## config.mk

```make
export PLATFORM = sky130hd
export DESIGN_NAME = smao_scale
export DESIGN_NICKNAME = d
export VERILOG_FILES = /design/src/rtl/core/assert_macros.svh /design/src/rtl/core/smao_pkg.sv /design/src/rtl/core/smao_scale.sv
export SDC_FILE = /design/constraint.sdc
export NUM_CORES = 2
export LEC_CHECK = 0
export ABC_AREA = 1
export BUFFER_PORTS_ARGS = -buffer_cell sky130_fd_sc_hd__buf_2
export CAP_MARGIN = 10
export CORE_ASPECT_RATIO = 0.5
export CORE_MARGIN = 4
export CORE_UTILIZATION = 25
export CTS_CLUSTER_SIZE = 28
export DETAILED_ROUTE_END_ITERATION = 10
export PLACE_DENSITY = 0.45
export SYNTH_ARGS = -nofsm -noshare
export SYNTH_HDL_FRONTEND = slang
export SYNTH_SLANG_ARGS = --single-unit
export TNS_END_PERCENT = 20
```

## constraint.sdc

```tcl
create_clock -name clk -period 5.2 [get_ports clk]
set_input_delay 1.04 -clock clk [delete_from_list [all_inputs] [get_ports clk]]
set_output_delay 1.04 -clock clk [all_outputs]
set_load 0.03 [all_outputs]
```

## src/rtl/core/assert_macros.svh

```systemverilog
// assertion macros used by the rtl top level
`ifndef ASSERT_MACROS_SVH
`define ASSERT_MACROS_SVH

// clocked assertion, disabled while reset is held
`define SMAO_ASSERT(lbl, clk, rstn, prop, msg) \
    lbl: assert property (@(posedge clk) disable iff (!rstn) prop) else $error(msg);

// clocked assertion that is also checked during reset
`define SMAO_ASSERT_ALWAYS(lbl, clk, prop, msg) \
    lbl: assert property (@(posedge clk) prop) else $error(msg);

`endif

```

## src/rtl/core/smao_pkg.sv

```systemverilog
// types, constants and helpers of the swerve module angle optimiser
package smao_pkg;

    localparam int WHEEL_COUNT = 3;

    // angles in 1/64 degree
    localparam logic signed [17:0] DEG90  = 18'sd5760;
    localparam logic signed [17:0] DEG180 = 18'sd11520;
    localparam logic signed [17:0] DEG360 = 18'sd23040;
    localparam logic signed [17:0] DEG270 = DEG360 - DEG90;
    localparam logic signed [17:0] DEG450 = DEG360 + DEG90;

    // x mod 45 by reciprocal: floor(z / 45) = (z * 5826) >> 18 for z < 4100
    localparam logic [12:0] MOD45_RECIP = 13'd5826;
    localparam int          MOD45_SHIFT = 18;
    localparam logic [12:0] MOD45_DIV   = 13'd45;

    localparam logic [31:0] APC_RESET = 32'd1310720;
    localparam logic [31:0] CPA_RESET = 32'd838861;
    localparam logic [31:0] EPS_RESET = 32'd87615;

    typedef enum logic [1:0] {
        REG_STEER_POL        = 2'd0,
        REG_ANGLE_PER_COUNT  = 2'd1,
        REG_COUNTS_PER_ANGLE = 2'd2,
        REG_ERPM_PER_SPEED   = 2'd3
    } reg_index_t;

    typedef struct packed {
        logic [1:0]          wheel;
        logic signed [15:0]  speed;
        logic signed [15:0]  heading;
        logic signed [31:0]  count;
    } in_item_t;

    // fields that ride along the whole pipe
    typedef struct packed {
        logic [1:0]          wheel;
        logic                rej;
        logic signed [15:0]  heading;
        logic                spd_neg;
        logic [31:0]         em;
    } cmd_t;

    typedef struct packed {
        cmd_t        cmd;
        logic        cnt_neg;
        logic [38:0] am;
    } front_s1_t;

    typedef struct packed {
        cmd_t        cmd;
        logic        neg_a;
        logic [38:0] am;
        logic [12:0] z;
    } front_out_t;

    typedef struct packed {
        cmd_t        cmd;
        logic        neg_a;
        logic [38:0] am;
        logic [12:0] z;
        logic [7:0]  q45;
    } wrap_s3_t;

    typedef struct packed {
        cmd_t               cmd;
        logic               neg_a;
        logic [38:0]        am;
        logic signed [15:0] wrapped;
    } wrap_out_t;

    typedef struct packed {
        cmd_t               cmd;
        logic               neg_a;
        logic [38:0]        am;
        logic signed [17:0] delta;
        logic               rev;
    } turn_s5_t;

    typedef struct packed {
        cmd_t        cmd;
        logic        rev;
        logic        f_neg;
        logic [39:0] fm;
    } turn_out_t;

    typedef struct packed {
        cmd_t        cmd;
        logic        rev;
        logic        f_neg;
        logic [55:0] qhi;
        logic [31:0] qlo;
    } scale_s7_t;

    typedef struct packed {
        logic [1:0]         wheel;
        logic signed [31:0] enc;
        logic signed [31:0] erpm;
        logic               rev;
        logic               rej;
    } out_item_t;

    // sign and magnitude to saturated 32 bit two's complement
    function automatic logic [31:0] sat32(input logic neg, input logic [56:0] m);
        logic [31:0] res;
        if (neg) begin
            if (m > 57'h0_8000_0000) begin
                res = 32'h8000_0000;
            end
            else begin
                res = ~m[31:0] + 32'd1;
            end
        end
        else begin
            if (m > 57'h0_7FFF_FFFF) begin
                res = 32'h7FFF_FFFF;
            end
            else begin
                res = m[31:0];
            end
        end
        return res;
    endfunction

endpackage

```

## src/rtl/core/smao_scale.sv

```systemverilog
// output stages: heading to encoder counts, saturation, output register
module smao_scale
    import smao_pkg::*;
(
    input  logic        clk,
    input  logic        rst_n,
    input  logic [31:0] counts_per_angle,
    input  logic        up_valid,
    input  turn_out_t   up_data,
    output logic        up_stall,
    output logic        dn_valid,
    output out_item_t   dn_data,
    input  logic        dn_stall
);

    logic        s7_valid_reg;
    scale_s7_t   s7_reg;
    scale_s7_t   s7_next;
    logic        s7_stall;
    logic        s8_valid_reg;
    out_item_t   s8_reg;
    out_item_t   s8_next;
    logic        s8_stall;

    logic [47:0] lo_prod;
    logic [56:0] q_sum;

    assign s7_stall = s7_valid_reg & s8_stall;
    assign s8_stall = s8_valid_reg & dn_stall;
    assign up_stall = s7_stall;

    // stage 7: upper and lower partial products
    always_comb
    begin
        lo_prod       = 48'(up_data.fm[15:0]) * 48'(counts_per_angle);
        s7_next.cmd   = up_data.cmd;
        s7_next.rev   = up_data.rev;
        s7_next.f_neg = up_data.f_neg;
        s7_next.qhi   = 56'(up_data.fm[39:16]) * 56'(counts_per_angle);
        s7_next.qlo   = lo_prod[47:16];
    end

    // stage 8: sum, saturate, blank rejected transactions
    always_comb
    begin
        q_sum = 57'(s7_reg.qhi) + 57'(s7_reg.qlo);
        if (s7_reg.cmd.rej)
        begin
            s8_next.wheel = 2'd0;
            s8_next.enc   = 32'sd0;
            s8_next.erpm  = 32'sd0;
            s8_next.rev   = 1'b0;
            s8_next.rej   = 1'b1;
        end
        else
        begin
            s8_next.wheel = s7_reg.cmd.wheel;
            s8_next.enc   = sat32(s7_reg.f_neg, q_sum);
            s8_next.erpm  = sat32(s7_reg.cmd.spd_neg ^ s7_reg.rev, 57'(s7_reg.cmd.em));
            s8_next.rev   = s7_reg.rev;
            s8_next.rej   = 1'b0;
        end
    end

    always_ff @(posedge clk or negedge rst_n)
    begin
        if (!rst_n)
        begin
            s7_valid_reg <= 1'b0;
            s8_valid_reg <= 1'b0;
        end
        else
        begin
            if (!s7_stall)
            begin
                s7_valid_reg <= up_valid;
            end
            if (!s8_stall)
            begin
                s8_valid_reg <= s7_valid_reg;
            end
        end
    end

    always_ff @(posedge clk)
    begin
        if (!s7_stall && up_valid)
        begin
            s7_reg <= s7_next;
        end
        if (!s8_stall && s7_valid_reg)
        begin
            s8_reg <= s8_next;
        end
    end

    assign dn_valid = s8_valid_reg;
    assign dn_data  = s8_reg;

endmodule

```

Word-level counts from Yosys, hierarchy flattened
Cells that the tools add are included.
{"block": "classes", "bitwise_logic": 5, "addsub": 3, "order_cmp": 4, "mul": 2, "n_mux": 7, "reduce_logical": 4}
{"cell": "2-to-1 mux 32 bit", "count": 6}
{"cell": "adder 32 x 1 -> 32 bit, second input constant", "count": 2}
{"cell": "inverter 32 bit", "count": 2}
{"cell": "adder 56 x 32 -> 57 bit", "count": 1}
{"cell": "greater-than comparator 57 x 31 -> 1 bit, second input constant", "count": 1}
{"cell": "greater-than comparator 57 x 32 -> 1 bit, second input constant", "count": 1}
{"cell": "multiplier 24 x 32 -> 56 bit", "count": 1}
{"cell": "multiplier 16 x 32 -> 48 bit", "count": 1}
{"cell": "greater-than comparator 32 x 31 -> 1 bit, second input constant", "count": 1}
{"cell": "greater-than comparator 32 bit, second input constant", "count": 1}
{"cell": "AND 1 bit", "count": 2}
{"cell": "logical AND 1 bit", "count": 2}
{"cell": "zero test 1 bit", "count": 2}
{"cell": "2-to-1 mux 1 bit", "count": 1}
{"cell": "bitwise XOR 1 bit", "count": 1}
{"block": "word_totals", "output_inout_bits": 70, "regBits": 196, "word_cells": 40}

Longest topological paths before layout
{"block": "depth", "word_depth": 5, "mapped_depth": 33}

Worst setup path before layout
OpenSTA, ideal clock, no wires.
{"block": "synth_timing", "path_type": "in2reg", "start": "in counts_per_angle[19]", "end": "reg s7_reg[83] (netlist bit), data pin", "t_arrival_ps": 7014, "path_slack_ps": -2067, "path_stages": 28, "path_cell_list": "clkbuf_1 -> nand2_1 -> fa_1 -> inv_1 -> fa_1 -> inv_1 -> fa_1 -> fa_1 -> inv_1 -> fa_1 -> fa_1 -> inv_1 -> fa_1 -> inv_1 -> ha_1 -> a21oi_1 -> inv_1 -> a31oi_1 -> a21boi_0 -> inv_1 -> nand2_1 -> nand2_1 -> a21boi_0 -> o21ai_0 -> nand2_1 -> nand2_1 -> nand2_1 -> nand2_1"}
{"element": "start, declared", "line": "smao_scale.sv:7", "source": "input logic [31:0] counts_per_angle,"}
{"element": "end signal, assigned", "line": "smao_scale.sv:89", "source": "s7_reg <= s7_next;"}
{"element": "end, declared", "line": "smao_scale.sv:17", "source": "scale_s7_t s7_reg;"}

==> out/metrics.yaml <==
worst_setup_path:
  r2r_cells: 19
  cp_common_cell: "fa_1"
  startpoint: "up_data[29]"
  slowest_stage: "fa_2"
  crit_path_start_kind: "primary input"
  arrival_ns: 6.99
  crit_type: "primary input to flop"
  rr_endpoint: "dn_data[36]"
  slowest_delay_ns: 0.61
  cp_max_fo: 5
  r2r_slack_ns: 1.00
  cp.required_ns: 5.46
  endpoint_kind: "flop"
  r2r_start: "s7_reg[20]"
clock_tree:
  cts_buffers: 17
  cts_tree: "done"
  clock_path_buffers: 2
  path_clk_slew_ns: 0.08
  htree_levels: 4
  cts_hold_buf: 0
  clkLatencyLatePin_ns: 0.50
  cts-root-buf: "clkbuf_16"
  cts_sinks: 196
synth:
  syn_nets: 8771
  synth_seq_cells: 196
  yosysWarningCount: 0
  synthFlopType: "edfxtp_1"
  syn_avg_cell_area_um2: 7.56
  yosysSeqAreaShare: 0.107
  ys_types: 52
  async_flop_share: 0.0102
  synth_area_leader_cell: "fa_1"
  ys_top_cells_by_area: "fa_1 (39%), inv_1 (15%), nand2_1 (14%), edfxtp_1 (11%), ha_1 (7.6%)"
  syn-instance-count: 7231
  synth_edf_count: 194
  netlist_area_um2: 54700
  synth_top_area_frac: 0.394
sta:
  min_period_over_period: 1.29
  fin_crit_ns: 6.73
  fin_skew_ns: 0.0170
  tightest_slew_ns: 0.953
  hold_ws_ns: 0.321
  max_freq_ghz: 0.149
  hold_viol_final: 0
  tns_ns: -89.50
  rsz0062_at_grt: "true"
  maxSlewHeadroom: 0.364
  setup_viol: 78
  finalWorstSetupSlack_ns: -1.53
  drv_slew: 0
placed_design:
  pre_cts_slack_ns: -2.61
  port_buffers: 183
  dp_cells: 10722
  dp_hpwl_um: 156000
  gp_congestion: 0.895
layout:
  nets: 9466
  areaGrowthSynthToFinish_pct: 25.8
  final_common_cell: "inv_1"
  largest_reg_flops: 126
  num-fill-cells: 23346
  seq_area_um2: 5880
  multi_input_area_um2: 41700
  final_cells: 10830
  drive_gt1_frac: 0.178
  mostFrequentLayoutCells: "inv_1 (2071), nand2_1 (1994), fa_1 (1028)"
route:
  vias: 46174
  m1WireLength_um: 94800
  wl_per_cell_um: 17.6
  top_layer_used: "met5"
  ant_nets: 0
  drt-total-wl_um: 191000
  drt-initial-drc-count: 2949
  wl_met3_um: 10200
  viasPerCell: 4.26
  met2WireLength_um: 83200
  dr.pass1.iters: 5
  drc: 0
global_route:
  antenna_found_initial: 6
  grt_pass1_vias: 47558
  grt_usage: 0.167
  grt_max_degree: 69
  grt_overflow_total: 0
  grt_pass1_wl_um: 292000
floorplan:
  die-width_um: 669
  rows: 121
  die_h_um: 339
  dieArea_um2: 227000
  core-area_um2: 218000
  ios: 200
  initial_core_util: 0.251
job:
  cap_viol_max_count: 0
status:
  status: "finished, violations left"
  violations: "negative setup slack"
worst_hold_path:
  hp-class: "primary input to async pin"
## logic make-up after synthesis
kind of cell | Yosys count | synth area share
AO/OA/AOI/OAI | 402 | 0.0404
XOR/XNOR | 120 | 0.0195
adder cells (fa/ha/maj) | 1410 | 0.470
buffers and inverters | 2407 | 0.166
flip-flops | 196 | 0.107
AND/OR/NAND/NOR | 2696 | 0.197
## routing by layer
layer	track usage	vias up
li1	-	22178
met4	0.0203	4
met5	0	-
met3	0.0200	118
met1	0.251	22846
met2	0.261	1028
## synth_stat cells (7+ instances only)
cell	count
fa_1	1076
edfxtp_1	194
a21boi_0	9
nand2_2	16
nor2_2	9
xnor2_1	43
nor4_1	16
nand3_1	161
o21ai_0	107
inv_1	2129
o21bai_1	8
clkbuf_1	264
nor2_1	326
o21a_1	7
nor3_1	30
nand3b_1	21
a31oi_1	33
ha_1	334
xor2_1	75
nand4_1	45
nand2_1	2053
a21oi_1	204
## stage by stage
stage / utilization / area [um2]
after floorplan: - / 55700
after global placement: 0.298 / 64800
after CTS: 0.310 / 67500
final: 0.316 / 68800
after detailed placement: 0.298 / 64800
after global routing: 0.316 / 68800
## critical path: cells and delay by family
family	cells	cell delay (ns)
compound gates	3	0.41
xor+xnor	1	0.13
fa+ha+maj	8	3.86
buf+inv	9	0.81
simple gates	5	0.71
## cell type report
type	count	area share
Antenna cell	1	0.0000364
Clock inverter	15	0.00231
Clock buffer	17	0.00618
Timing Repair Buffer	952	0.131
Multi-Input combinational cell	4628	0.607
Inverter	2131	0.116
Sequential cell	196	0.0854
Tap cell	2890	0.0526
## how the worst max path moves through the flow
| stage | endpoint | slack, ns | cells after the start |
|---|---|---|---|
| finish | s7_reg[78] | -1.53 | 26 |
| global route | s7_reg[78] | -1.73 | 26 |
| CTS | s7_reg[85] | -1.45 | 27 |
| detailed placement | s7_reg[87] | -2.61 | 25 |
| global placement | s7_reg[87] | -2.52 | 25 |
| floorplan | s7_reg[84] | -1.49 | 27 |
## repair_timing
item,4_1_cts,5_1_grt
cloned,20,9
pin swaps,88,103
buffers inserted,24,26
gates resized for setup,374,248
setup endpoints to repair,80,80
Power is not shown: default switching activity piles up to over one toggle a cycle in this logic, so the estimate is an artifact.
