--- src/rtl/core/assert_macros.svh ---
// assertion macros used by the rtl top level
`ifndef ASSERT_MACROS_SVH
`define ASSERT_MACROS_SVH

// clocked assertion, disabled while reset is held
`define SMAO_ASSERT(lbl, clk, rstn, prop, msg) \
    lbl: assert property (@(posedge clk) disable iff (!rstn) prop) else $error(msg);

// clocked assertion that is also checked during reset
`define SMAO_ASSERT_ALWAYS(lbl, clk, prop, msg) \
    lbl: assert property (@(posedge clk) prop) else $error(msg);

`endif

--- src/rtl/core/smao_pkg.sv ---
// types, constants and helpers of the swerve module angle optimiser
package smao_pkg;

    localparam int WHEEL_COUNT = 3;

    // angles in 1/64 degree
    localparam logic signed [17:0] DEG90  = 18'sd5760;
    localparam logic signed [17:0] DEG180 = 18'sd11520;
    localparam logic signed [17:0] DEG360 = 18'sd23040;
    localparam logic signed [17:0] DEG270 = DEG360 - DEG90;
    localparam logic signed [17:0] DEG450 = DEG360 + DEG90;

    // x mod 45 by reciprocal: floor(z / 45) = (z * 5826) >> 18 for z < 4100
    localparam logic [12:0] MOD45_RECIP = 13'd5826;
    localparam int          MOD45_SHIFT = 18;
    localparam logic [12:0] MOD45_DIV   = 13'd45;

    localparam logic [31:0] APC_RESET = 32'd1310720;
    localparam logic [31:0] CPA_RESET = 32'd838861;
    localparam logic [31:0] EPS_RESET = 32'd87615;

    typedef enum logic [1:0] {
        REG_STEER_POL        = 2'd0,
        REG_ANGLE_PER_COUNT  = 2'd1,
        REG_COUNTS_PER_ANGLE = 2'd2,
        REG_ERPM_PER_SPEED   = 2'd3
    } reg_index_t;

    typedef struct packed {
        logic [1:0]          wheel;
        logic signed [15:0]  speed;
        logic signed [15:0]  heading;
        logic signed [31:0]  count;
    } in_item_t;

    // fields that ride along the whole pipe
    typedef struct packed {
        logic [1:0]          wheel;
        logic                rej;
        logic signed [15:0]  heading;
        logic                spd_neg;
        logic [31:0]         em;
    } cmd_t;

    typedef struct packed {
        cmd_t        cmd;
        logic        cnt_neg;
        logic [38:0] am;
    } front_s1_t;

    typedef struct packed {
        cmd_t        cmd;
        logic        neg_a;
        logic [38:0] am;
        logic [12:0] z;
    } front_out_t;

    typedef struct packed {
        cmd_t        cmd;
        logic        neg_a;
        logic [38:0] am;
        logic [12:0] z;
        logic [7:0]  q45;
    } wrap_s3_t;

    typedef struct packed {
        cmd_t               cmd;
        logic               neg_a;
        logic [38:0]        am;
        logic signed [15:0] wrapped;
    } wrap_out_t;

    typedef struct packed {
        cmd_t               cmd;
        logic               neg_a;
        logic [38:0]        am;
        logic signed [17:0] delta;
        logic               rev;
    } turn_s5_t;

    typedef struct packed {
        cmd_t        cmd;
        logic        rev;
        logic        f_neg;
        logic [39:0] fm;
    } turn_out_t;

    typedef struct packed {
        cmd_t        cmd;
        logic        rev;
        logic        f_neg;
        logic [55:0] qhi;
        logic [31:0] qlo;
    } scale_s7_t;

    typedef struct packed {
        logic [1:0]         wheel;
        logic signed [31:0] enc;
        logic signed [31:0] erpm;
        logic               rev;
        logic               rej;
    } out_item_t;

    // sign and magnitude to saturated 32 bit two's complement
    function automatic logic [31:0] sat32(input logic neg, input logic [56:0] m);
        logic [31:0] res;
        if (neg) begin
            if (m > 57'h0_8000_0000) begin
                res = 32'h8000_0000;
            end
            else begin
                res = ~m[31:0] + 32'd1;
            end
        end
        else begin
            if (m > 57'h0_7FFF_FFFF) begin
                res = 32'h7FFF_FFFF;
            end
            else begin
                res = m[31:0];
            end
        end
        return res;
    endfunction

endpackage

--- src/rtl/core/smao_wrap.sv ---
// wrap stages: heading mod 360 degrees, moved into (-180, 180]
module smao_wrap
    import smao_pkg::*;
(
    input  logic        clk,
    input  logic        rst_n,
    input  logic        up_valid,
    input  front_out_t  up_data,
    output logic        up_stall,
    output logic        dn_valid,
    output wrap_out_t   dn_data,
    input  logic        dn_stall
);

    logic        s3_valid_reg;
    wrap_s3_t    s3_reg;
    wrap_s3_t    s3_next;
    logic        s3_stall;
    logic        s4_valid_reg;
    wrap_out_t   s4_reg;
    wrap_out_t   s4_next;
    logic        s4_stall;

    logic [25:0]        recip_prod;
    logic [12:0]        mul45;
    logic [12:0]        rem45;
    logic [14:0]        rem_mag;
    logic signed [15:0] rem_signed;
    logic signed [15:0] wrapped;

    assign s3_stall = s3_valid_reg & s4_stall;
    assign s4_stall = s4_valid_reg & dn_stall;
    assign up_stall = s3_stall;

    // stage 3: quotient by 45
    always_comb
    begin
        recip_prod    = 26'(up_data.z) * 26'(MOD45_RECIP);
        s3_next.cmd   = up_data.cmd;
        s3_next.neg_a = up_data.neg_a;
        s3_next.am    = up_data.am;
        s3_next.z     = up_data.z;
        s3_next.q45   = recip_prod[MOD45_SHIFT +: 8];
    end

    // stage 4: remainder, sign of the dividend, then into half-open range
    always_comb
    begin
        mul45      = 13'(s3_reg.q45) * MOD45_DIV;
        rem45      = s3_reg.z - mul45;
        rem_mag    = {rem45[5:0], s3_reg.am[8:0]};
        rem_signed = s3_reg.neg_a ? -$signed({1'b0, rem_mag}) : $signed({1'b0, rem_mag});
        if (rem_signed > 16'(DEG180))
        begin
            wrapped = rem_signed - 16'(DEG360);
        end
        else if (rem_signed <= -16'(DEG180))
        begin
            wrapped = rem_signed + 16'(DEG360);
        end
        else
        begin
            wrapped = rem_signed;
        end
        s4_next.cmd     = s3_reg.cmd;
        s4_next.neg_a   = s3_reg.neg_a;
        s4_next.am      = s3_reg.am;
        s4_next.wrapped = wrapped;
    end

    always_ff @(posedge clk or negedge rst_n)
    begin
        if (!rst_n)
        begin
            s3_valid_reg <= 1'b0;
            s4_valid_reg <= 1'b0;
        end
        else
        begin
            if (!s3_stall)
            begin
                s3_valid_reg <= up_valid;
            end
            if (!s4_stall)
            begin
                s4_valid_reg <= s3_valid_reg;
            end
        end
    end

    always_ff @(posedge clk)
    begin
        if (!s3_stall && up_valid)
        begin
            s3_reg <= s3_next;
        end
        if (!s4_stall && s3_valid_reg)
        begin
            s4_reg <= s4_next;
        end
    end

    assign dn_valid = s4_valid_reg;
    assign dn_data  = s4_reg;

endmodule

--- config.mk ---
export PLATFORM = sky130hd
export DESIGN_NAME = smao_wrap
export DESIGN_NICKNAME = d
export VERILOG_FILES = /design/src/rtl/core/assert_macros.svh /design/src/rtl/core/smao_pkg.sv /design/src/rtl/core/smao_wrap.sv
export SDC_FILE = /design/constraint.sdc
export NUM_CORES = 1
export LEC_CHECK = 0
export BUFFER_PORTS_ARGS = -buffer_cell sky130_fd_sc_hd__buf_2
export CAP_MARGIN = 25
export CELL_PAD_IN_SITES_DETAIL_PLACEMENT = 0
export CELL_PAD_IN_SITES_GLOBAL_PLACEMENT = 1
export CORE_UTILIZATION = 45
export DETAILED_ROUTE_END_ITERATION = 8
export PLACE_DENSITY = 0.79
export SKIP_CTS_REPAIR_TIMING = 1
export SYNTH_ARGS = -nofsm -noshare
export SYNTH_HDL_FRONTEND = slang
export SYNTH_SLANG_ARGS = --single-unit
--- constraint.sdc ---
create_clock -name clk -period 10.8 [get_ports clk]
set_input_delay 1.62 -clock clk [delete_from_list [all_inputs] [get_ports clk]]
set_output_delay 1.62 -clock clk [all_outputs]
set_load 0.05 [all_outputs]
Word level (Yosys, flattened, before mapping):

Index checks and enable logic that the tools add are counted.

* add/sub/neg operators: 4
* multipliers: 2
* order comparisons: 2
* multiplexer cells: 3
* bitwise operators: 2
* reductions and logical operators: 4

Operators by type and width (number)
* $mux 16: 3
* $mul 13x12->25 const B: 1
* $add 16x16->16 const B: 1
* $gt 16x15->1 const B: 1
* $le 16x15->1 const B: 1
* $neg 15->16: 1
* $sub 16x16->16 const B: 1
* $mul 8x6->6 const B: 1
* $sub 6x6->6: 1
* $and 1x1->1: 2
* $logic_and 1x1->1: 2
* $logic_not 1->1: 2

* register bits: 216
* output and inout port bits: 110
* word-level logic and storage cells: 36

Longest topological paths before layout:

* depth after elaboration: 7
* mapped depth: 17
* mapped depth without buffers: 17

Worst setup path after synthesis:

OpenSTA, ideal clock, no wires.

* path kind: in2reg
* start point: input dn_stall
* end point: register s4_reg (netlist bit dn_data[100]), enable pin
* arrival: 9.333 ns
* setup slack: 0.730 ns
* cell stages on the path: 1
* cells stage by stage: a21boi_0

* longest elaborated chain between the ends: 3

Ends and longest elaborated chain
* start: declaration: line smao_wrap.sv:12 `input logic dn_stall`
* $and 1x1->1: line smao_wrap.sv:32 `assign s4_stall = s4_valid_reg & dn_stall;`
* $logic_not 1->1: line smao_wrap.sv:97 `if (!s4_stall && s3_valid_reg)`
* $logic_and 1x1->1: line smao_wrap.sv:97
* end signal: assignment: line smao_wrap.sv:99 `s4_reg <= s4_next;`
* end: declaration: line smao_wrap.sv:20 `wrap_out_t s4_reg;`

Every way passes these cells.
A chain may end at the register's enable or synchronous reset.

Worst setup path after layout:

* start point: input up_data[1] (netlist name)
* end point: register s3_reg[5] (netlist name), data pin

* longest elaborated chain between the ends: 1

Ends and longest elaborated chain
* start: declaration: line smao_wrap.sv:8 `input front_out_t up_data,`
* $mul 13x12->25: line smao_wrap.sv:38 `recip_prod = 26'(up_data.z) * 26'(MOD45_RECIP);`
* via recip_prod[23]: line smao_wrap.sv:24 `logic [25:0] recip_prod;`
* end signal: assignment: line smao_wrap.sv:95 `s3_reg <= s3_next;`
* end: declaration: line smao_wrap.sv:16 `wrap_s3_t s3_reg;`

The timed path passes the listed nets, and every way through them passes these cells.

==> flow_metrics.tcl <==
set metrics [dict create \
    h-tree-depth 1 \
    antenna_left 0 \
    num_rows 53 \
    arrival_ps 6830 \
    grt_max_degree 73 \
    cts_max_path_buffers 3 \
    largest_reg_flops 107 \
    drt_iter0_drc 270 \
    ys_seq_area_frac 0.661 \
    start_util 0.459 \
    ir_drop_mv 0.359 \
    reg2reg_to "dn_data[10]" \
    routed_wl_um 18300 \
    final_common_cell "buf_2" \
    synth_area_per_cell_um2 16.5 \
    fmax_mhz 152 \
    hp-class "flop to flop" \
    cts.sinks 213 \
    core_um2 21000 \
    clk_transition_reported_paths_ps 60 \
    worstPathCellList "buf_2 > ha_1 > inv_1 > fa_1 > fa_1 > fa_1 > inv_1 > fa_1 > ha_1 > a21o_1 > a2111oi_0 > nor2b_1 > o21ai_0 > a2111oi_1 > nor3_1 > a2111oi_0 > xnor2_1" \
    r2r-start "s3_reg[0]" \
    antenna_found_initial 2 \
    setup_tns_ps 0 \
    outcome "finished clean" \
    clock_skew_ps 9.35 \
    fin_area_um2 11800 \
    final-instance-count-excl-fill 1117 \
    hold_viol_final 0 \
    path_max_fanout 5 \
    min_to "dn_data[36]" \
    relSlewSlack 0.403 \
    ios 219 \
    die_w_um 148 \
    final.min_clock_period_ps 6600 \
    vias_per_cell 4.81 \
    cts_root_buffer "clkbuf_16" \
    final_cell_mix "218 x buf_2, 211 x edfxtp_1, 92 x inv_1" \
    track_usage 0.164 \
    dieHeight_um 148 \
    power.density_nw_per_um2 329 \
    fin_crit_sh 0.611 \
    ff2ff_path_depth 13 \
    crit_slowest_cell "a2111oi_1" \
    setup.worst_path.start_class "input port" \
    multi_input_area_um2 2920 \
    num_vias 5370 \
    gp_congestion 0.875 \
    power_leakage_nw 5.03 \
    critPathRequiredTime_ps 11030 \
    setup_viol 0 \
    slew_viol_final 0 \
    async_flop_share 0.00939 \
    grt_overflow 0 \
    path_class "input port to flop" \
    rsz0062_at_grt "no" \
    syn_inst 585 \
    dieArea_um2 22000 \
    grt_pass1_wl_um 28300 \
    cts_buffers 22 \
    worstSetupEndpointType "flop" \
    synth_edf_count 211 \
    layout.area.seq_um2 6390 \
    ys_ff_latch 213 \
    dp.cells 1079 \
    drive_gt1_frac 0.326 \
    ys.warnings.count 0 \
    fin_nets 1054 \
    drt-pass1-iter-count 5 \
    hpwl_um 14100 \
    cpPeakStageDelay_ps 590 \
    io_buffers 218 \
    netlist_area_um2 9660 \
    worst_pin_slew_ps 895 \
    pre_cts_ws_ps 3670 \
    grt_pass1_vias 5558 \
    wire_per_inst_um 16.4 \
    finalWorstSetupSlack_ps 4200 \
    cap_violations 0 \
    place_area_um2 11200 \
    clock_latency_ps 490 \
    area_growth_pct 22.2 \
    rrSetupSlack_ps 6780 \
    synth_ff_type "edfxtp_1" \
    min_from "s3_reg[41]" \
    drc 0 \
    syn-num-nets 811 \
    cpMostUsedCell "fa_1" \
    netlist-cell-type-count 60 \
    hold_path_depth 0 \
    tritoncts "done" \
    fill_cells 1643 \
]
synthesized netlist by cell type (3+ instances only):
master	number	share of area
ha_1	81	0.10
a22oi_1	3	0.0023
a21oi_1	11	0.0057
nor2_1	11	0.0043
xor2_1	8	0.0073
or3_1	5	0.0032
o21ai_0	10	0.0052
nand3_1	11	0.0057
nand2_1	6	0.0023
xnor2_1	27	0.024
fa_1	36	0.075
o31ai_1	3	0.0023
o21a_1	3	0.0023
nor3_1	5	0.0026
inv_1	92	0.036
and2_1	4	0.0026
edfxtp_1	211	0.66
a21o_1	3	0.0023
nand2b_1	6	0.0039
metal layers:
metal	GRT usage	vias up	wire [um]
met4	0.0479	0	319
met5	0	-	0
li1	-	2592	-
met1	0.210	2556	7720
met3	0.0282	25	1210
met2	0.285	197	9030
critical path: cells and delay by family:
family | cells | cell delay [ps]
buffers and inverters | 3 | 260
XOR/XNOR | 1 | 100
AND/OR/NAND/NOR | 2 | 320
adder cells (fa/ha/maj) | 6 | 2710
AO/OA/AOI/OAI | 5 | 1810
report_power, final:
| group | internal [W] | switching (W) |
|---|---|---|
| combinational | 0.000882 | 0.00121 |
| clock | 0.000375 | 0.000291 |
| sequential | 0.00110 | 0.0000307 |
| total | 0.00236 | 0.00153 |
how the worst max path moves through the flow:
stage,slack [ps],cells after the start,end,start
after global routing,3930,17,s3_reg[5],up_data[1]
after floorplan,730,1,dn_data[100],dn_stall
after CTS,4180,17,s3_reg[5],up_data[1]
after global placement,3770,17,s3_reg[5],up_data[1]
final,4200,17,s3_reg[5],up_data[1]
after detailed placement,3670,17,s3_reg[5],up_data[1]
layout make-up:
| type | count | share of cell area |
|---|---|---|
| multi-input cells | 276 | 0.247 |
| flip-flops and latches | 213 | 0.541 |
| diodes | 2 | 0.000424 |
| inverters | 93 | 0.0296 |
| well taps | 275 | 0.0292 |
| repair buffers | 222 | 0.0984 |
| clock inverters | 11 | 0.00647 |
| clock buffers | 25 | 0.0476 |
logic make-up after synthesis:
| logic type | count (synthesis) | synth area share |
|---|---|---|
| muxes | 2 | 0.00220 |
| buffers and inverters | 96 | 0.0377 |
| adders and majority gates | 117 | 0.180 |
| xor gates and xnor gates | 38 | 0.0377 |
| AOI/OAI and AO/OA | 58 | 0.0457 |
| and+or+nand+nor | 61 | 0.0356 |
| DFF | 213 | 0.661 |
through the flow:
stage	hold WS (ps)	utilization	power, W
6_report	411	0.561	0.00389
5_1_grt	418	0.561	0.00418
4_1_cts	413	0.561	0.00392
3_5_place_dp	405	0.531	0.00324
3_3_place_gp	401	0.528	0.00318
2_1_floorplan	400	-	0.00286
Power figures use the tool's default switching activity.
