### src/rtl/core/assert_macros.svh
// assertion macros used by the rtl top level
`ifndef ASSERT_MACROS_SVH
`define ASSERT_MACROS_SVH

// clocked assertion, disabled while reset is held
`define SMAO_ASSERT(lbl, clk, rstn, prop, msg) \
    lbl: assert property (@(posedge clk) disable iff (!rstn) prop) else $error(msg);

// clocked assertion that is also checked during reset
`define SMAO_ASSERT_ALWAYS(lbl, clk, prop, msg) \
    lbl: assert property (@(posedge clk) prop) else $error(msg);

`endif

### src/rtl/core/smao_pkg.sv
// types, constants and helpers of the swerve module angle optimiser
package smao_pkg;

    localparam int WHEEL_COUNT = 3;

    // angles in 1/64 degree
    localparam logic signed [17:0] DEG90  = 18'sd5760;
    localparam logic signed [17:0] DEG180 = 18'sd11520;
    localparam logic signed [17:0] DEG360 = 18'sd23040;
    localparam logic signed [17:0] DEG270 = DEG360 - DEG90;
    localparam logic signed [17:0] DEG450 = DEG360 + DEG90;

    // x mod 45 by reciprocal: floor(z / 45) = (z * 5826) >> 18 for z < 4100
    localparam logic [12:0] MOD45_RECIP = 13'd5826;
    localparam int          MOD45_SHIFT = 18;
    localparam logic [12:0] MOD45_DIV   = 13'd45;

    localparam logic [31:0] APC_RESET = 32'd1310720;
    localparam logic [31:0] CPA_RESET = 32'd838861;
    localparam logic [31:0] EPS_RESET = 32'd87615;

    typedef enum logic [1:0] {
        REG_STEER_POL        = 2'd0,
        REG_ANGLE_PER_COUNT  = 2'd1,
        REG_COUNTS_PER_ANGLE = 2'd2,
        REG_ERPM_PER_SPEED   = 2'd3
    } reg_index_t;

    typedef struct packed {
        logic [1:0]          wheel;
        logic signed [15:0]  speed;
        logic signed [15:0]  heading;
        logic signed [31:0]  count;
    } in_item_t;

    // fields that ride along the whole pipe
    typedef struct packed {
        logic [1:0]          wheel;
        logic                rej;
        logic signed [15:0]  heading;
        logic                spd_neg;
        logic [31:0]         em;
    } cmd_t;

    typedef struct packed {
        cmd_t        cmd;
        logic        cnt_neg;
        logic [38:0] am;
    } front_s1_t;

    typedef struct packed {
        cmd_t        cmd;
        logic        neg_a;
        logic [38:0] am;
        logic [12:0] z;
    } front_out_t;

    typedef struct packed {
        cmd_t        cmd;
        logic        neg_a;
        logic [38:0] am;
        logic [12:0] z;
        logic [7:0]  q45;
    } wrap_s3_t;

    typedef struct packed {
        cmd_t               cmd;
        logic               neg_a;
        logic [38:0]        am;
        logic signed [15:0] wrapped;
    } wrap_out_t;

    typedef struct packed {
        cmd_t               cmd;
        logic               neg_a;
        logic [38:0]        am;
        logic signed [17:0] delta;
        logic               rev;
    } turn_s5_t;

    typedef struct packed {
        cmd_t        cmd;
        logic        rev;
        logic        f_neg;
        logic [39:0] fm;
    } turn_out_t;

    typedef struct packed {
        cmd_t        cmd;
        logic        rev;
        logic        f_neg;
        logic [55:0] qhi;
        logic [31:0] qlo;
    } scale_s7_t;

    typedef struct packed {
        logic [1:0]         wheel;
        logic signed [31:0] enc;
        logic signed [31:0] erpm;
        logic               rev;
        logic               rej;
    } out_item_t;

    // sign and magnitude to saturated 32 bit two's complement
    function automatic logic [31:0] sat32(input logic neg, input logic [56:0] m);
        logic [31:0] res;
        if (neg) begin
            if (m > 57'h0_8000_0000) begin
                res = 32'h8000_0000;
            end
            else begin
                res = ~m[31:0] + 32'd1;
            end
        end
        else begin
            if (m > 57'h0_7FFF_FFFF) begin
                res = 32'h7FFF_FFFF;
            end
            else begin
                res = m[31:0];
            end
        end
        return res;
    endfunction

endpackage

### src/rtl/core/smao_turn.sv
// turn stages: shortest steering move and the new continuous heading
module smao_turn
    import smao_pkg::*;
(
    input  logic        clk,
    input  logic        rst_n,
    input  logic        steer_pol,
    input  logic        up_valid,
    input  wrap_out_t   up_data,
    output logic        up_stall,
    output logic        dn_valid,
    output turn_out_t   dn_data,
    input  logic        dn_stall
);

    logic        s5_valid_reg;
    turn_s5_t    s5_reg;
    turn_s5_t    s5_next;
    logic        s5_stall;
    logic        s6_valid_reg;
    turn_out_t   s6_reg;
    turn_out_t   s6_next;
    logic        s6_stall;

    logic signed [17:0] diff;
    logic signed [17:0] back;
    logic signed [39:0] heading_a;
    logic signed [40:0] heading_f;

    assign s5_stall = s5_valid_reg & s6_stall;
    assign s6_stall = s6_valid_reg & dn_stall;
    assign up_stall = s5_stall;

    // stage 5: pick the move of at most a quarter turn when the difference is within 450 degrees
    always_comb
    begin
        diff = 18'(up_data.cmd.heading) - 18'(up_data.wrapped);
        back = diff + DEG180;
        s5_next.cmd   = up_data.cmd;
        s5_next.neg_a = up_data.neg_a;
        s5_next.am    = up_data.am;
        s5_next.rev   = 1'b0;
        priority if (diff >= -DEG90 && diff <= DEG90)
        begin
            s5_next.delta = diff;
        end
        else if (diff >= DEG270 && diff <= DEG450)
        begin
            s5_next.delta = diff - DEG360;
        end
        else if (diff >= -DEG450 && diff <= -DEG270)
        begin
            s5_next.delta = diff + DEG360;
        end
        else
        begin
            // target behind the wheel: flip the drive
            s5_next.delta = (back > DEG90) ? back - DEG360 : back;
            s5_next.rev   = 1'b1;
        end
    end

    // stage 6: add the move to the continuous heading
    always_comb
    begin
        heading_a = s5_reg.neg_a ? -$signed({1'b0, s5_reg.am}) : $signed({1'b0, s5_reg.am});
        heading_f = 41'(heading_a) + 41'(s5_reg.delta);
        s6_next.cmd   = s5_reg.cmd;
        s6_next.rev   = s5_reg.rev;
        s6_next.f_neg = heading_f[40] ^ steer_pol;
        s6_next.fm    = heading_f[40] ? 40'(-heading_f) : heading_f[39:0];
    end

    always_ff @(posedge clk or negedge rst_n)
    begin
        if (!rst_n)
        begin
            s5_valid_reg <= 1'b0;
            s6_valid_reg <= 1'b0;
        end
        else
        begin
            if (!s5_stall)
            begin
                s5_valid_reg <= up_valid;
            end
            if (!s6_stall)
            begin
                s6_valid_reg <= s5_valid_reg;
            end
        end
    end

    always_ff @(posedge clk)
    begin
        if (!s5_stall && up_valid)
        begin
            s5_reg <= s5_next;
        end
        if (!s6_stall && s5_valid_reg)
        begin
            s6_reg <= s6_next;
        end
    end

    assign dn_valid = s6_valid_reg;
    assign dn_data  = s6_reg;

endmodule

### config.mk
export PLATFORM = sky130hd
export DESIGN_NAME = smao_turn
export DESIGN_NICKNAME = d
export VERILOG_FILES = /design/src/rtl/core/assert_macros.svh /design/src/rtl/core/smao_pkg.sv /design/src/rtl/core/smao_turn.sv
export SDC_FILE = /design/constraint.sdc
export NUM_CORES = 1
export LEC_CHECK = 0
export BUFFER_PORTS_ARGS = -buffer_cell sky130_fd_sc_hd__buf_2
export CORE_MARGIN = 1
export CORE_UTILIZATION = 53
export CTS_BUF_LIST = sky130_fd_sc_hd__clkbuf_4 sky130_fd_sc_hd__clkbuf_8
export DETAILED_ROUTE_END_ITERATION = 8
export PLACE_DENSITY = 0.91
export SLEW_MARGIN = 20
export SYNTH_ARGS = -nofsm -noshare
export SYNTH_HDL_FRONTEND = slang
export SYNTH_SLANG_ARGS = --single-unit
### constraint.sdc
create_clock -name clk -period 7.1 [get_ports clk]
set_input_delay 0.355 -clock clk [delete_from_list [all_inputs] [get_ports clk]]
set_output_delay 0.355 -clock clk [all_outputs]
set_load 0.02 [all_outputs]
Word level (Yosys, flattened, before mapping)
Cells that the tools add are included.
{"block": "word_totals", "regBits": 207, "wordCells": 52}
{"block": "op_classes", "addsub": 8, "magnitude_cmp": 7, "mux": 7, "bitwise_logic": 3, "reduce_logical": 8}
{"cell": "$mux 40", "count": 2}
{"cell": "$mux 18", "count": 4}
{"cell": "$add 40x18->41", "count": 1}
{"cell": "$neg 39->40", "count": 1}
{"cell": "$neg 40->40", "count": 1}
{"cell": "$ge 17x16->1 const B", "count": 2}
{"cell": "$le 17x16->1 const B", "count": 2}
{"cell": "$add 17x15->18 const B", "count": 1}
{"cell": "$add 17x16->18 const B", "count": 1}
{"cell": "$gt 18x14->1 const B", "count": 1}
{"cell": "$sub 17x16->18 const B", "count": 1}
{"cell": "$sub 18x16->18 const B", "count": 1}
{"cell": "$ge 17x14->1 const B", "count": 1}
{"cell": "$le 17x14->1 const B", "count": 1}
{"cell": "$sub 16x16->17", "count": 1}
{"cell": "$logic_and 1x1->1", "count": 5}
{"cell": "$and 1x1->1", "count": 2}
{"cell": "$logic_not 1->1", "count": 2}
{"cell": "$reduce_or 2->1", "count": 1}
{"cell": "$mux 1", "count": 1}
{"cell": "$xor 1x1->1", "count": 1}

Longest topological paths before layout
{"block": "depth", "word_depth": 7, "mapped_depth": 25, "mapped_depth_nobuf": 22}

Worst setup path before layout
OpenSTA, ideal clock, no wires.
{"block": "synth_timing", "path_type": "register -> register", "startpoint": "reg s6_valid_reg (netlist: dn_valid)", "endpoint": "reg s6_reg (netlist bit dn_data[0]), enable pin", "t_arrival_ns": 7.313, "t_required_ns": 6.410, "path_slack_ns": -0.904, "path_stages_with_launch": 2, "synth_period_minus_slack_ns": 8.004, "cell_sequence": "dfrtp_1 > a21boi_0"}
{"block": "synth_between", "elab_chain_cells": 3}
{"element": "start: declaration", "line": "smao_turn.sv:20", "source": "logic s6_valid_reg;"}
{"element": "start signal: assignment", "line": "smao_turn.sv:89", "source": "s6_valid_reg <= s5_valid_reg;"}
{"element": "$and 1x1->1", "line": "smao_turn.sv:31", "source": "assign s6_stall = s6_valid_reg & dn_stall;"}
{"element": "$logic_not 1->1", "line": "smao_turn.sv:100", "source": "if (!s6_stall && s5_valid_reg)"}
{"element": "$logic_and 1x1->1", "line": "smao_turn.sv:100"}
{"element": "end signal: assignment", "line": "smao_turn.sv:102", "source": "s6_reg <= s6_next;"}
{"element": "end: declaration", "line": "smao_turn.sv:21", "source": "turn_out_t s6_reg;"}
Every way passes these cells.
A chain may end at the register's enable or synchronous reset.

==> impl_results.md <==
- CP startpoint: s5_reg[19]
- Hold slack final: 0.0108 ns
- Min Tclk post-route: 6.32 ns
- CTS root buf: clkbuf_8
- Setup TNS: 0 ns
- Post-synthesis sequential area ratio: 48.8%
- Std-Cell Rows: 56
- Average size of a mapped cell: 10.9 µm²
- Leak: 6.24 nW
- Setup violations, final: 0
- Vias per inst: 5.79
- Wirelength, routed: 31500 µm
- Gate Count Post-Synth: 1169
- Critical Path Fanout Max: 6
- CP Data Required Time: 7.39 ns
- Worst Max-Slew Pin Slew: 0.985 ns
- Die extent in y: 157 µm
- Hold-fix buffer count after cts: 73
- Post-Synthesis Net Count: 1355
- Max Cap Violations: 0
- Layout cell share with drive strength beyond 1: 20.5%
- Max FFs per register: 111
- Final period utilization: 89.0%
- Initial Util: 54.1%
- Post-synthesis register bit count: 207
- Util after Layout: 66.3%
- Grt total ovfl: 0
- CP startpoint kind: register
- Worst R2R End: dn_data[39]
- Path type of the worst setup path: reg -> reg
- DPL Wire Length: 21600 µm
- Post-CTS Setup Bufs: 0
- Final nets: 1644
- Critical Path Sink Type: register
- H-Tree Level Count: 2
- Arr. time, crit path: 6.61 ns
- Reg clk slew, reported paths: 0.07 ns
- Number of global-route vias before repair: 10.1k
- CTS Buffer Depth: 3
- Pin count of the biggest net entering global routing: 73
- I/O Buffers: 208
- Max Freq: 0.158 GHz
- Initial DRT Pass Iterations: 5
- Global-route wire length before repair: 49600 µm
- Die Wd: 157 µm
- Hold Vio Cnt, Final: 0
- Clock skew: 0.0292 ns
- Unrepaired setup endpoints after global routing: false
- CP endpoint: dn_data[39]
- R2R depth: 21
- Flop-to-flop setup slack: 0.78 ns
- DRC Markers: 0
- GR Util All Layers: 25.4%
- Netlist cell types: 89
- Outcome: complete, no violations
- Critical R2R Launch: s5_reg[19]
- Synth Warn #: 0
- Number of synthesized flops with an enable pin: 205
- Avg WL per Cell: 17.5 µm
- Clk_lat worst skew: 0.55 ns
- Area growth syn-to-layout: 22.5%
- CTS Buf Count: 35
- Primary FF master, synth: edfxtp_1
- Vias: 10.4k
- CTS Sinks: 207
- Core Box Area: 0.0235 mm²
- CTS tree: done
- Post-cts resize count: 0
- DRT antenna net count: 0
- Relative slew slack: 33.9%
- Initial antenna violation count: 1
- Post-Syn Area: 0.0127 mm²
- RePlAce Congestion: 0.896
- I/O Pins: 209
- Initial DRC count: 712
- Peak VDD IR: 0.000203 V
- Ys async rst share: 0.966%
- Power per standard cell area: 334 mW/mm²
- Hold Crit Class: in -> reg
- Slew Limit Fails: 0
- DIE AREA: 0.0246 mm²
-- synthesized netlist by cell type (all sizes together), types with 4 or more instances --
| cell | n | area share, % |
|---|---|---|
| nor4 | 8 | 0.39 |
| and3 | 15 | 0.78 |
| nor2b | 7 | 0.34 |
| and4 | 6 | 0.41 |
| buf | 6 | 0.31 |
| or4 | 8 | 0.53 |
| o221ai | 4 | 0.32 |
| nand2b | 25 | 1.3 |
| a32oi | 4 | 0.28 |
| o211a | 4 | 0.32 |
| o22ai | 4 | 0.20 |
| a21boi | 7 | 0.41 |
| xor2 | 32 | 2.2 |
| clkbuf | 29 | 0.86 |
| or3 | 16 | 0.79 |
| inv | 47 | 1.4 |
| o41ai | 7 | 0.48 |
| ha | 71 | 7.0 |
| o21a | 9 | 0.53 |
| xnor2 | 87 | 6.0 |
| nand2 | 93 | 2.7 |
| a31oi | 17 | 0.84 |
| o31a | 5 | 0.34 |
| o21ai | 70 | 2.8 |
| and2 | 23 | 1.1 |
| a21oi | 67 | 2.7 |
| a21o | 31 | 1.8 |
| nand3 | 28 | 1.1 |
| edfxtp | 205 | 48 |
| a211oi | 12 | 0.71 |
| mux2i | 10 | 0.79 |
| a31o | 4 | 0.28 |
| nor2 | 57 | 1.7 |
| o31ai | 22 | 1.3 |
| o311ai | 4 | 0.33 |
| nor3 | 17 | 0.67 |
| or2 | 9 | 0.44 |
| o2111ai | 5 | 0.34 |
| o211ai | 13 | 0.81 |
| nand4 | 20 | 0.98 |
-- worst min path at each step --
stage,startpoint,endpoint,cells past startpoint
3_5_place_dp,rst_n,dn_valid,1
5_1_grt,up_data[94],s5_reg[97],1
2_1_floorplan,rst_n,dn_valid,0
6_report,up_data[100],s5_reg[103],1
3_3_place_gp,rst_n,s5_valid_reg,1
4_1_cts,up_data[32],s5_reg[35],1
-- through the flow --
stage               worst slack, ns  power, mW  area (µm²)  instances
floorplan                      1.45       3.45       12700       1169
global placement               1.10       3.90       14100       1666
detailed placement            0.848       3.96       14100       1666
CTS                           0.789       5.17       15600       1800
global route                  0.300       5.51       15600       1802
finish                        0.782       5.20       15600       1802
-- power breakdown --
part | leakage, nW | switching [mW] | internal, mW | total (mW)
registers | 1.99 | 0.0740 | 1.66 | 1.74
clock network | 0.398 | 0.491 | 0.694 | 1.19
logic | 3.86 | 1.40 | 0.878 | 2.28
-- per-layer routing --
layer,track usage (%),wire length (µm)
met5,0,0
met4,9.80,982
met3,5.37,2080
met2,42.9,15100
met1,31.9,13300
-- cell families (layout without fill, tap and decap cells) --
| logic type | count (synthesis) | count (layout) | synth area share (%) |
|---|---|---|---|
| buffers and inverters | 83 | 396 | 2.58 |
| xor gates and xnor gates | 119 | 119 | 8.20 |
| AOI/OAI and AO/OA | 329 | 329 | 17.8 |
| muxes | 12 | 12 | 0.965 |
| and+or+nand+nor | 346 | 346 | 14.3 |
| adders and majority gates | 73 | 73 | 7.31 |
| other | 0 | 1 | 0 |
| DFF | 207 | 207 | 48.8 |
-- worst max-delay path: stages (launching register included) --
cell and delay [ns]:
edfxtp_1 0.44, inv_1 0.09, ha_1 0.17, nand2_1 0.09, or3_1 0.35, or3_1 0.38, or4_1 0.51, or2_2 0.36
o41ai_1 0.32, xnor2_1 0.17, ha_1 0.31, a21oi_1 0.27, o211ai_1 0.13, a21boi_0 0.44, o221ai_1 0.28, or4b_2 0.65
nand3_1 0.16, and4bb_2 0.31, nand4_1 0.15, o31ai_1 0.25, a21oi_1 0.11, xor2_1 0.15
-- area by class of cell --
type	instances	area, µm²
clock inverter	11	168
timing repair buffer	287	1820
sequential	207	6210
fill	1710	7910
antenna	1	2.50
multi-input combinational	879	6190
clock buffer	50	601
tap	319	399
inverter	48	180
-- layout by cell type (no fill, tap or decap), drive strengths merged, types with 28 or more instances in the layout --
cell type      n
xnor2         87
nor2          57
edfxtp       205
o21ai         70
inv           48
dlygate4sd3   74
nand3         28
xor2          32
clkbuf        50
nand2         93
a21oi         67
buf          213
a21o          31
ha            71
Note: power is estimated with default switching activity, not from simulation.
