<file path="src/rtl/core/assert_macros.svh">
// assertion macros used by the rtl top level
`ifndef ASSERT_MACROS_SVH
`define ASSERT_MACROS_SVH

// clocked assertion, disabled while reset is held
`define SMAO_ASSERT(lbl, clk, rstn, prop, msg) \
    lbl: assert property (@(posedge clk) disable iff (!rstn) prop) else $error(msg);

// clocked assertion that is also checked during reset
`define SMAO_ASSERT_ALWAYS(lbl, clk, prop, msg) \
    lbl: assert property (@(posedge clk) prop) else $error(msg);

`endif

</file>
<file path="src/rtl/core/smao_pkg.sv">
// types, constants and helpers of the swerve module angle optimiser
package smao_pkg;

    localparam int WHEEL_COUNT = 3;

    // angles in 1/64 degree
    localparam logic signed [17:0] DEG90  = 18'sd5760;
    localparam logic signed [17:0] DEG180 = 18'sd11520;
    localparam logic signed [17:0] DEG360 = 18'sd23040;
    localparam logic signed [17:0] DEG270 = DEG360 - DEG90;
    localparam logic signed [17:0] DEG450 = DEG360 + DEG90;

    // x mod 45 by reciprocal: floor(z / 45) = (z * 5826) >> 18 for z < 4100
    localparam logic [12:0] MOD45_RECIP = 13'd5826;
    localparam int          MOD45_SHIFT = 18;
    localparam logic [12:0] MOD45_DIV   = 13'd45;

    localparam logic [31:0] APC_RESET = 32'd1310720;
    localparam logic [31:0] CPA_RESET = 32'd838861;
    localparam logic [31:0] EPS_RESET = 32'd87615;

    typedef enum logic [1:0] {
        REG_STEER_POL        = 2'd0,
        REG_ANGLE_PER_COUNT  = 2'd1,
        REG_COUNTS_PER_ANGLE = 2'd2,
        REG_ERPM_PER_SPEED   = 2'd3
    } reg_index_t;

    typedef struct packed {
        logic [1:0]          wheel;
        logic signed [15:0]  speed;
        logic signed [15:0]  heading;
        logic signed [31:0]  count;
    } in_item_t;

    // fields that ride along the whole pipe
    typedef struct packed {
        logic [1:0]          wheel;
        logic                rej;
        logic signed [15:0]  heading;
        logic                spd_neg;
        logic [31:0]         em;
    } cmd_t;

    typedef struct packed {
        cmd_t        cmd;
        logic        cnt_neg;
        logic [38:0] am;
    } front_s1_t;

    typedef struct packed {
        cmd_t        cmd;
        logic        neg_a;
        logic [38:0] am;
        logic [12:0] z;
    } front_out_t;

    typedef struct packed {
        cmd_t        cmd;
        logic        neg_a;
        logic [38:0] am;
        logic [12:0] z;
        logic [7:0]  q45;
    } wrap_s3_t;

    typedef struct packed {
        cmd_t               cmd;
        logic               neg_a;
        logic [38:0]        am;
        logic signed [15:0] wrapped;
    } wrap_out_t;

    typedef struct packed {
        cmd_t               cmd;
        logic               neg_a;
        logic [38:0]        am;
        logic signed [17:0] delta;
        logic               rev;
    } turn_s5_t;

    typedef struct packed {
        cmd_t        cmd;
        logic        rev;
        logic        f_neg;
        logic [39:0] fm;
    } turn_out_t;

    typedef struct packed {
        cmd_t        cmd;
        logic        rev;
        logic        f_neg;
        logic [55:0] qhi;
        logic [31:0] qlo;
    } scale_s7_t;

    typedef struct packed {
        logic [1:0]         wheel;
        logic signed [31:0] enc;
        logic signed [31:0] erpm;
        logic               rev;
        logic               rej;
    } out_item_t;

    // sign and magnitude to saturated 32 bit two's complement
    function automatic logic [31:0] sat32(input logic neg, input logic [56:0] m);
        logic [31:0] res;
        if (neg) begin
            if (m > 57'h0_8000_0000) begin
                res = 32'h8000_0000;
            end
            else begin
                res = ~m[31:0] + 32'd1;
            end
        end
        else begin
            if (m > 57'h0_7FFF_FFFF) begin
                res = 32'h7FFF_FFFF;
            end
            else begin
                res = m[31:0];
            end
        end
        return res;
    endfunction

endpackage

</file>
<file path="src/rtl/core/smao_front.sv">
// front stages: encoder and speed scaling, then folding the heading for mod 45
module smao_front
    import smao_pkg::*;
(
    input  logic        clk,
    input  logic        rst_n,
    input  logic        steer_pol,
    input  logic [31:0] angle_per_count,
    input  logic [31:0] erpm_per_speed,
    input  logic        up_valid,
    input  in_item_t    up_data,
    output logic        up_stall,
    output logic        dn_valid,
    output front_out_t  dn_data,
    input  logic        dn_stall
);

    logic        s1_valid_reg;
    front_s1_t   s1_reg;
    front_s1_t   s1_next;
    logic        s1_stall;
    logic        s2_valid_reg;
    front_out_t  s2_reg;
    front_out_t  s2_next;
    logic        s2_stall;

    logic [31:0] cnt_mag;
    logic [15:0] spd_mag;
    logic [63:0] cnt_prod;
    logic [47:0] spd_prod;
    logic [29:0] fold_x;
    logic [13:0] fold_y;
    logic [12:0] fold_z;

    assign s1_stall = s1_valid_reg & s2_stall;
    assign s2_stall = s2_valid_reg & dn_stall;
    assign up_stall = s1_stall;

    // stage 1: the two scaling multiplies
    always_comb
    begin
        cnt_mag  = up_data.count[31] ? 32'(-up_data.count) : 32'(up_data.count);
        spd_mag  = up_data.speed[15] ? 16'(-up_data.speed) : 16'(up_data.speed);
        cnt_prod = 64'(cnt_mag) * 64'(angle_per_count);
        spd_prod = 48'(spd_mag) * 48'(erpm_per_speed);

        s1_next.cmd.wheel   = up_data.wheel;
        s1_next.cmd.rej     = (up_data.wheel >= 2'(WHEEL_COUNT));
        s1_next.cmd.heading = up_data.heading;
        s1_next.cmd.spd_neg = up_data.speed[15];
        s1_next.cmd.em      = spd_prod[47:16];
        s1_next.cnt_neg     = up_data.count[31];
        s1_next.am          = cnt_prod[62:24];
    end

    // stage 2: 23040 = 512 * 45 and 2^12 = 1 mod 45, so fold 12 bit chunks
    always_comb
    begin
        fold_x = s1_reg.am[38:9];
        fold_y = 14'(fold_x[11:0]) + 14'(fold_x[23:12]) + 14'(fold_x[29:24]);
        fold_z = 13'(fold_y[11:0]) + 13'(fold_y[13:12]);

        s2_next.cmd   = s1_reg.cmd;
        s2_next.neg_a = s1_reg.cnt_neg ^ steer_pol;
        s2_next.am    = s1_reg.am;
        s2_next.z     = fold_z;
    end

    always_ff @(posedge clk or negedge rst_n)
    begin
        if (!rst_n)
        begin
            s1_valid_reg <= 1'b0;
            s2_valid_reg <= 1'b0;
        end
        else
        begin
            if (!s1_stall)
            begin
                s1_valid_reg <= up_valid;
            end
            if (!s2_stall)
            begin
                s2_valid_reg <= s1_valid_reg;
            end
        end
    end

    always_ff @(posedge clk)
    begin
        if (!s1_stall && up_valid)
        begin
            s1_reg <= s1_next;
        end
        if (!s2_stall && s1_valid_reg)
        begin
            s2_reg <= s2_next;
        end
    end

    assign dn_valid = s2_valid_reg;
    assign dn_data  = s2_reg;

endmodule

</file>
<file path="config.mk">
export PLATFORM = sky130hd
export DESIGN_NAME = smao_front
export DESIGN_NICKNAME = d
export VERILOG_FILES = /design/src/rtl/core/assert_macros.svh /design/src/rtl/core/smao_pkg.sv /design/src/rtl/core/smao_front.sv
export SDC_FILE = /design/constraint.sdc
export NUM_CORES = 2
export LEC_CHECK = 0
export CAP_MARGIN = 40
export CORE_ASPECT_RATIO = 0.75
export CORE_MARGIN = 2
export CORE_UTILIZATION = 35
export DETAILED_ROUTE_END_ITERATION = 8
export DONT_BUFFER_PORTS = 1
export GPL_ROUTABILITY_DRIVEN = 0
export HOLD_SLACK_MARGIN = 0.08
export PLACE_DENSITY = 0.55
export SETUP_SLACK_MARGIN = 0.2
export SLEW_MARGIN = 20
export SYNTH_ARGS = -nofsm -noshare
export SYNTH_HDL_FRONTEND = slang
export SYNTH_SLANG_ARGS = --single-unit
</file>
<file path="constraint.sdc">
create_clock -name clk -period 8.1 [get_ports clk]
set_input_delay 0 -clock clk [delete_from_list [all_inputs] [get_ports clk]]
set_output_delay 0 -clock clk [all_outputs]
set_load 0.005 [all_outputs]
</file>
Word-level counts from Yosys, hierarchy flattened
Index checks and enable logic that the tools add are counted.
Widths: inputs -> output; s select.
{"block": "classes", "add_sub_neg": 5, "mul": 2, "order_cmp": 1, "bitwise": 3, "n_reduce_logical": 4, "n_mux": 2}
{"operator": "$mul 32x32->63", "count": 1}
{"operator": "$mul 16x32->48", "count": 1}
{"operator": "$mux 32", "count": 1}
{"operator": "$neg 32->32", "count": 1}
{"operator": "$mux 16", "count": 1}
{"operator": "$neg 16->16", "count": 1}
{"operator": "$add 13x6->14", "count": 1}
{"operator": "$add 12x12->13", "count": 1}
{"operator": "$add 12x2->13", "count": 1}
{"operator": "$and 1x1->1", "count": 2}
{"operator": "$ge 2x2->1 const B", "count": 1}
{"operator": "$logic_and 1x1->1", "count": 2}
{"operator": "$logic_not 1->1", "count": 2}
{"operator": "$xor 1x1->1", "count": 1}
{"block": "totals", "out_inout_bits": 107, "inputBits": 135, "register_bits": 199, "wordCells": 34}

Logic depth before layout (Yosys ltp)
{"block": "depth", "word_depth": 4, "mapped_depth": 37}

Worst setup path before layout
Ideal clock, no wire load.
{"block": "synth_timing", "path_type": "input-to-reg", "from": "input port up_data[6] in the netlist's numbering", "to": "register s1_reg, in the netlist fold_x[25] (data pin)", "t_required_ns": 7.831, "path_stages": 32, "n_path_buf": 2, "slack_ns": -1.082, "arrival_ns": 8.913, "setup_time_ns": 0.269, "path_cell_list": "or4_4 > nor4_4 > nand2b_2 > nand2b_4 > or3_4 > or3_4 > o31ai_4 > xnor2_1 > buf_2 > and2_1 > fa_1 > inv_1 > fa_1 > fa_1 > fa_1 > inv_1 > fa_1 > fa_1 > fa_1 > fa_1 > ha_1 > clkbuf_1 > a21oi_1 > o21ai_1 > a221o_1 > and3_1 > or4b_4 > o22a_1 > a21o_1 > a21oi_2 > o31ai_1 > xor2_1"}
{"block": "synth_between", "elab_chain_cells": 3}
{"element": "start: declaration", "line": "smao_front.sv:11", "text": "input in_item_t up_data,"}
{"element": "$neg 32->32", "line": "smao_front.sv:42", "text": "cnt_mag = up_data.count[31] ? 32'(-up_data.count) : 32'(up_data.count);"}
{"element": "$mux 32 *", "line": "smao_front.sv:42"}
{"element": "$mul 32x32->63 *", "line": "smao_front.sv:44", "text": "cnt_prod = 64'(cnt_mag) * 64'(angle_per_count);"}
{"element": "net cnt_prod[58]", "line": "smao_front.sv:29", "text": "logic [63:0] cnt_prod;"}
{"element": "end signal: assignment", "line": "smao_front.sv:93", "text": "s1_reg <= s1_next;"}
{"element": "end: declaration", "line": "smao_front.sv:19", "text": "front_s1_t s1_reg;"}
The timed path passes the listed nets; every way through them passes the cells marked *.
A chain may end at the register's enable or synchronous reset.

Final worst setup path
Same ends and word-level chain as after synthesis.

==> insert_results.sql <==
INSERT INTO impl_metrics (metric_group, metric, value, unit) VALUES
('floorplan', 'design.portCount', '242', ''),
('yosys', 'synth_compound_gate_area_share', '0.0345', ''),
('clocking', 'clkSinkCount', '199', ''),
('yosys', 'synthTopCellsByArea', 'fa_1, edfxtp_1, ha_1, inv_1, and2_1', ''),
('status', 'outcome', 'finished with violations', ''),
('global_routing', 'grt_overflow_total', '0', ''),
('placement', 'placed_cell_area', '60300', 'sq um'),
('yosys', 'synthesis.nets', '7518', ''),
('worst_setup_path', 'worst_setup_path_start_kind', 'primary input', ''),
('yosys', 'synth.area.mux_share', '0.000386', ''),
('worst_setup_path', 'crit_fanout', '5', ''),
('timing', 'post-route-min-period', '8.80', 'ns'),
('global_routing', 'via_count_of_the_first_global_routing_pass', '41700', ''),
('global_routing', 'antenna_found_initial', '4', ''),
('yosys', 'yosys_warnings', '0', ''),
('worst_setup_path', 'critPathMostFrequentCell', 'fa_1', ''),
('clocking', 'h_tree_levels', '4', ''),
('detailed_routing', 'detail_route.iter0.violations', '2471', ''),
('yosys', 'synth_fa_ha_area_frac', '0.569', ''),
('timing', 'worst_slack', '-0.696', 'ns'),
('detailed_routing', 'wl_per_cell', '20.0', 'um'),
('yosys', 'synth_cell_types', '69', ''),
('global_routing', 'overall_global_routing_usage', '0.204', ''),
('yosys', 'main_combinational_cell_family_by_area_after_synthesis', 'adder cells', ''),
('yosys', 'post_synth.cell_area_avg', '9.71', 'sq um'),
('floorplan', 'die_area', '161000', 'sq um'),
('yosys', 'synth_simple_gate_area_share', '0.160', ''),
('placement', 'dp_cells', '7885', ''),
('detailed_routing', '1st_pass_router_iterations', '5', ''),
('yosys', 'synthMostInstantiatedCell', 'fa_1', ''),
('yosys', 'synth-edff-count', '197', ''),
('cells_and_area', 'multiInputGateArea', '44700', 'sq um'),
('detailed_routing', 'vias_per_cell', '4.81', ''),
('global_routing', 'pin_count_of_the_biggest_net_entering_global_routing', '61', ''),
('timing', 'count_of_final_max_slew_check_failures', '0', ''),
('clocking', 'clock_tree.root_cell', 'clkbuf_16', ''),
('worst_setup_path', 'critPathRequiredTime', '8.32', 'ns'),
('yosys', 'synthesis.area', '55100', 'sq um'),
('cells_and_area', 'area_occupied_by_registers', '5970', 'sq um'),
('yosys', 'synth.largest_area_cell', 'fa_1', ''),
('cells_and_area', 'layout-drive-gt1-share', '0.114', ''),
('yosys', 'yosys-top-cells-count', 'fa_1, inv_1, nand2_1, and2_1, ha_1', ''),
('detailed_routing', 'routed_wl', '160', 'mm'),
('clocking', 'cts_made_buffers', '17', ''),
('run', 'max_cap_viol_count', '0', ''),
('status', 'violations', 'negative setup slack', ''),
('clocking', 'clk-insertion-delay-late', '0.47', 'ns'),
('detailed_routing', 'vias_post_dr', '38400', ''),
('floorplan', 'placement_rows', '126', ''),
('min_path', 'min_path_type', 'primary input to output port', ''),
('cells_and_area', 'antenna_cells', '0', ''),
('timing', 'worst_slew_margin_rel', '0.409', ''),
('timing', 'worst_pin_slew', '0.882', 'ns'),
('detailed_routing', 'detail-route-antenna-nets', '0', ''),
('clocking', 'clock_tree.buffer_depth', '2', ''),
('timing', 'final_hold_viol_count', '0', ''),
('cells_and_area', 'largest_reg_flops', '105', ''),
('placement', 'detailed_placement_wirelength_estimate', '131', 'mm'),
('cells_and_area', 'area_of_all_placed_cells_without_fillers', '62600', 'sq um'),
('placement', 'numPortBuffers', '0', ''),
('floorplan', 'chipWidth', '462', 'um'),
('timing', 'timing.hold.ws', '0.149', 'ns'),
('clocking', 'cts.clk_slew.worst_paths', '0.09', 'ns'),
('timing', 'rsz0062_at_grt', 'true', ''),
('yosys', 'synthCells', '5672', ''),
('worst_setup_path', 'endpoint_kind', 'flop', ''),
('timing', 'final-setup-viol-count', '33', ''),
('worst_setup_path', 'worst-endpoint-arrival', '9.01', 'ns'),
('yosys', 'synthArstFlopShare', '0.0101', ''),
('yosys', 'synthFlopType', 'edfxtp_1', ''),
('floorplan', 'die_height', '347', 'um');
worst paths after layout:
kind | slack (ns) | endpoint | cells after the start | start
min in group asynchronous | 0.34 | dn_valid | 2 | rst_n
max reg2reg | 3.01 | dn_data[12] | 20 | fold_x[14]
min | 0.15 | up_stall | 2 | dn_stall
min reg2reg | 0.42 | dn_data[91] | 0 | s1_reg[78]
max in group asynchronous | 7.63 | s1_valid_reg | 2 | rst_n
max | -0.70 | fold_x[25] | 31 | up_data[6]
area by class of cell:
type,instances,share of cell area
multi-input combinational,3923,0.714
clock buffer,18,0.00685
inverter,1271,0.0762
tap,2112,0.0422
timing repair buffer,455,0.0630
sequential,199,0.0952
clock inverter,13,0.00292
logic make-up after synthesis:
| family | count (synthesis) |
|---|---|
| compound gates | 294 |
| xor+xnor | 138 |
| fa+ha+maj | 1711 |
| buf+inv | 1552 |
| flops | 199 |
| mux | 2 |
| simple gates | 1776 |
worst max-delay path: cells and delay by family:
kind                     cells  cell delay [ns]
buffers and inverters        3             0.25
adder cells (fa/ha/maj)      9             4.25
XOR/XNOR                     2             0.31
AO/OA/AOI/OAI                6             1.47
AND/OR/NAND/NOR             11             2.74
layout by cell type (no fill, tap or decap), drive strengths merged, types with 4 or more instances in the layout:
master and count:
a211oi 11, a21o 38, a21oi 93, a31o 4, a31oi 8, and2 610, and3 9, and4 8
buf 426, clkbuf 20, dlygate4sd3 27, edfxtp 197, fa 1319, ha 392, inv 1278, nand2 892
nand2b 21, nand3 19, nand4 20, nor2 46, nor2b 106, nor3 14, nor4 7, o21a 14
o21ai 56, o21bai 18, o31ai 9, o41ai 9, or2 7, or3 5, or4 4, xnor2 95
xor2 45
per-layer routing:
layer  up-vias  wire (um)  global-route usage
met5         -          9                   0
met4         2       3130              0.0401
met3       144      10200              0.0323
met2      1104      74200               0.322
met1     20100      72600               0.296
li1      17000          -                   -
what timing repair did:
item | CTS | global route
endpoints found under the setup margin | 39 | 51
buffers inserted | 16 | 27
endpoints found under the hold margin | 94 | 0
resized for setup | 97 | 122
gates cloned | 1 | 4
pin swaps | 37 | 92
hold buffers | 27 | 0
stage by stage:
stage | util | TNS, ns
detailed placement | 0.385 | -37.33
finish | 0.400 | -13.11
global placement | 0.384 | -36.13
CTS | 0.394 | -10.07
floorplan | - | -11.03
global route | 0.400 | -20.10
Power is not shown: default switching activity piles up to over one toggle a cycle in this logic, so the estimate is an artifact.
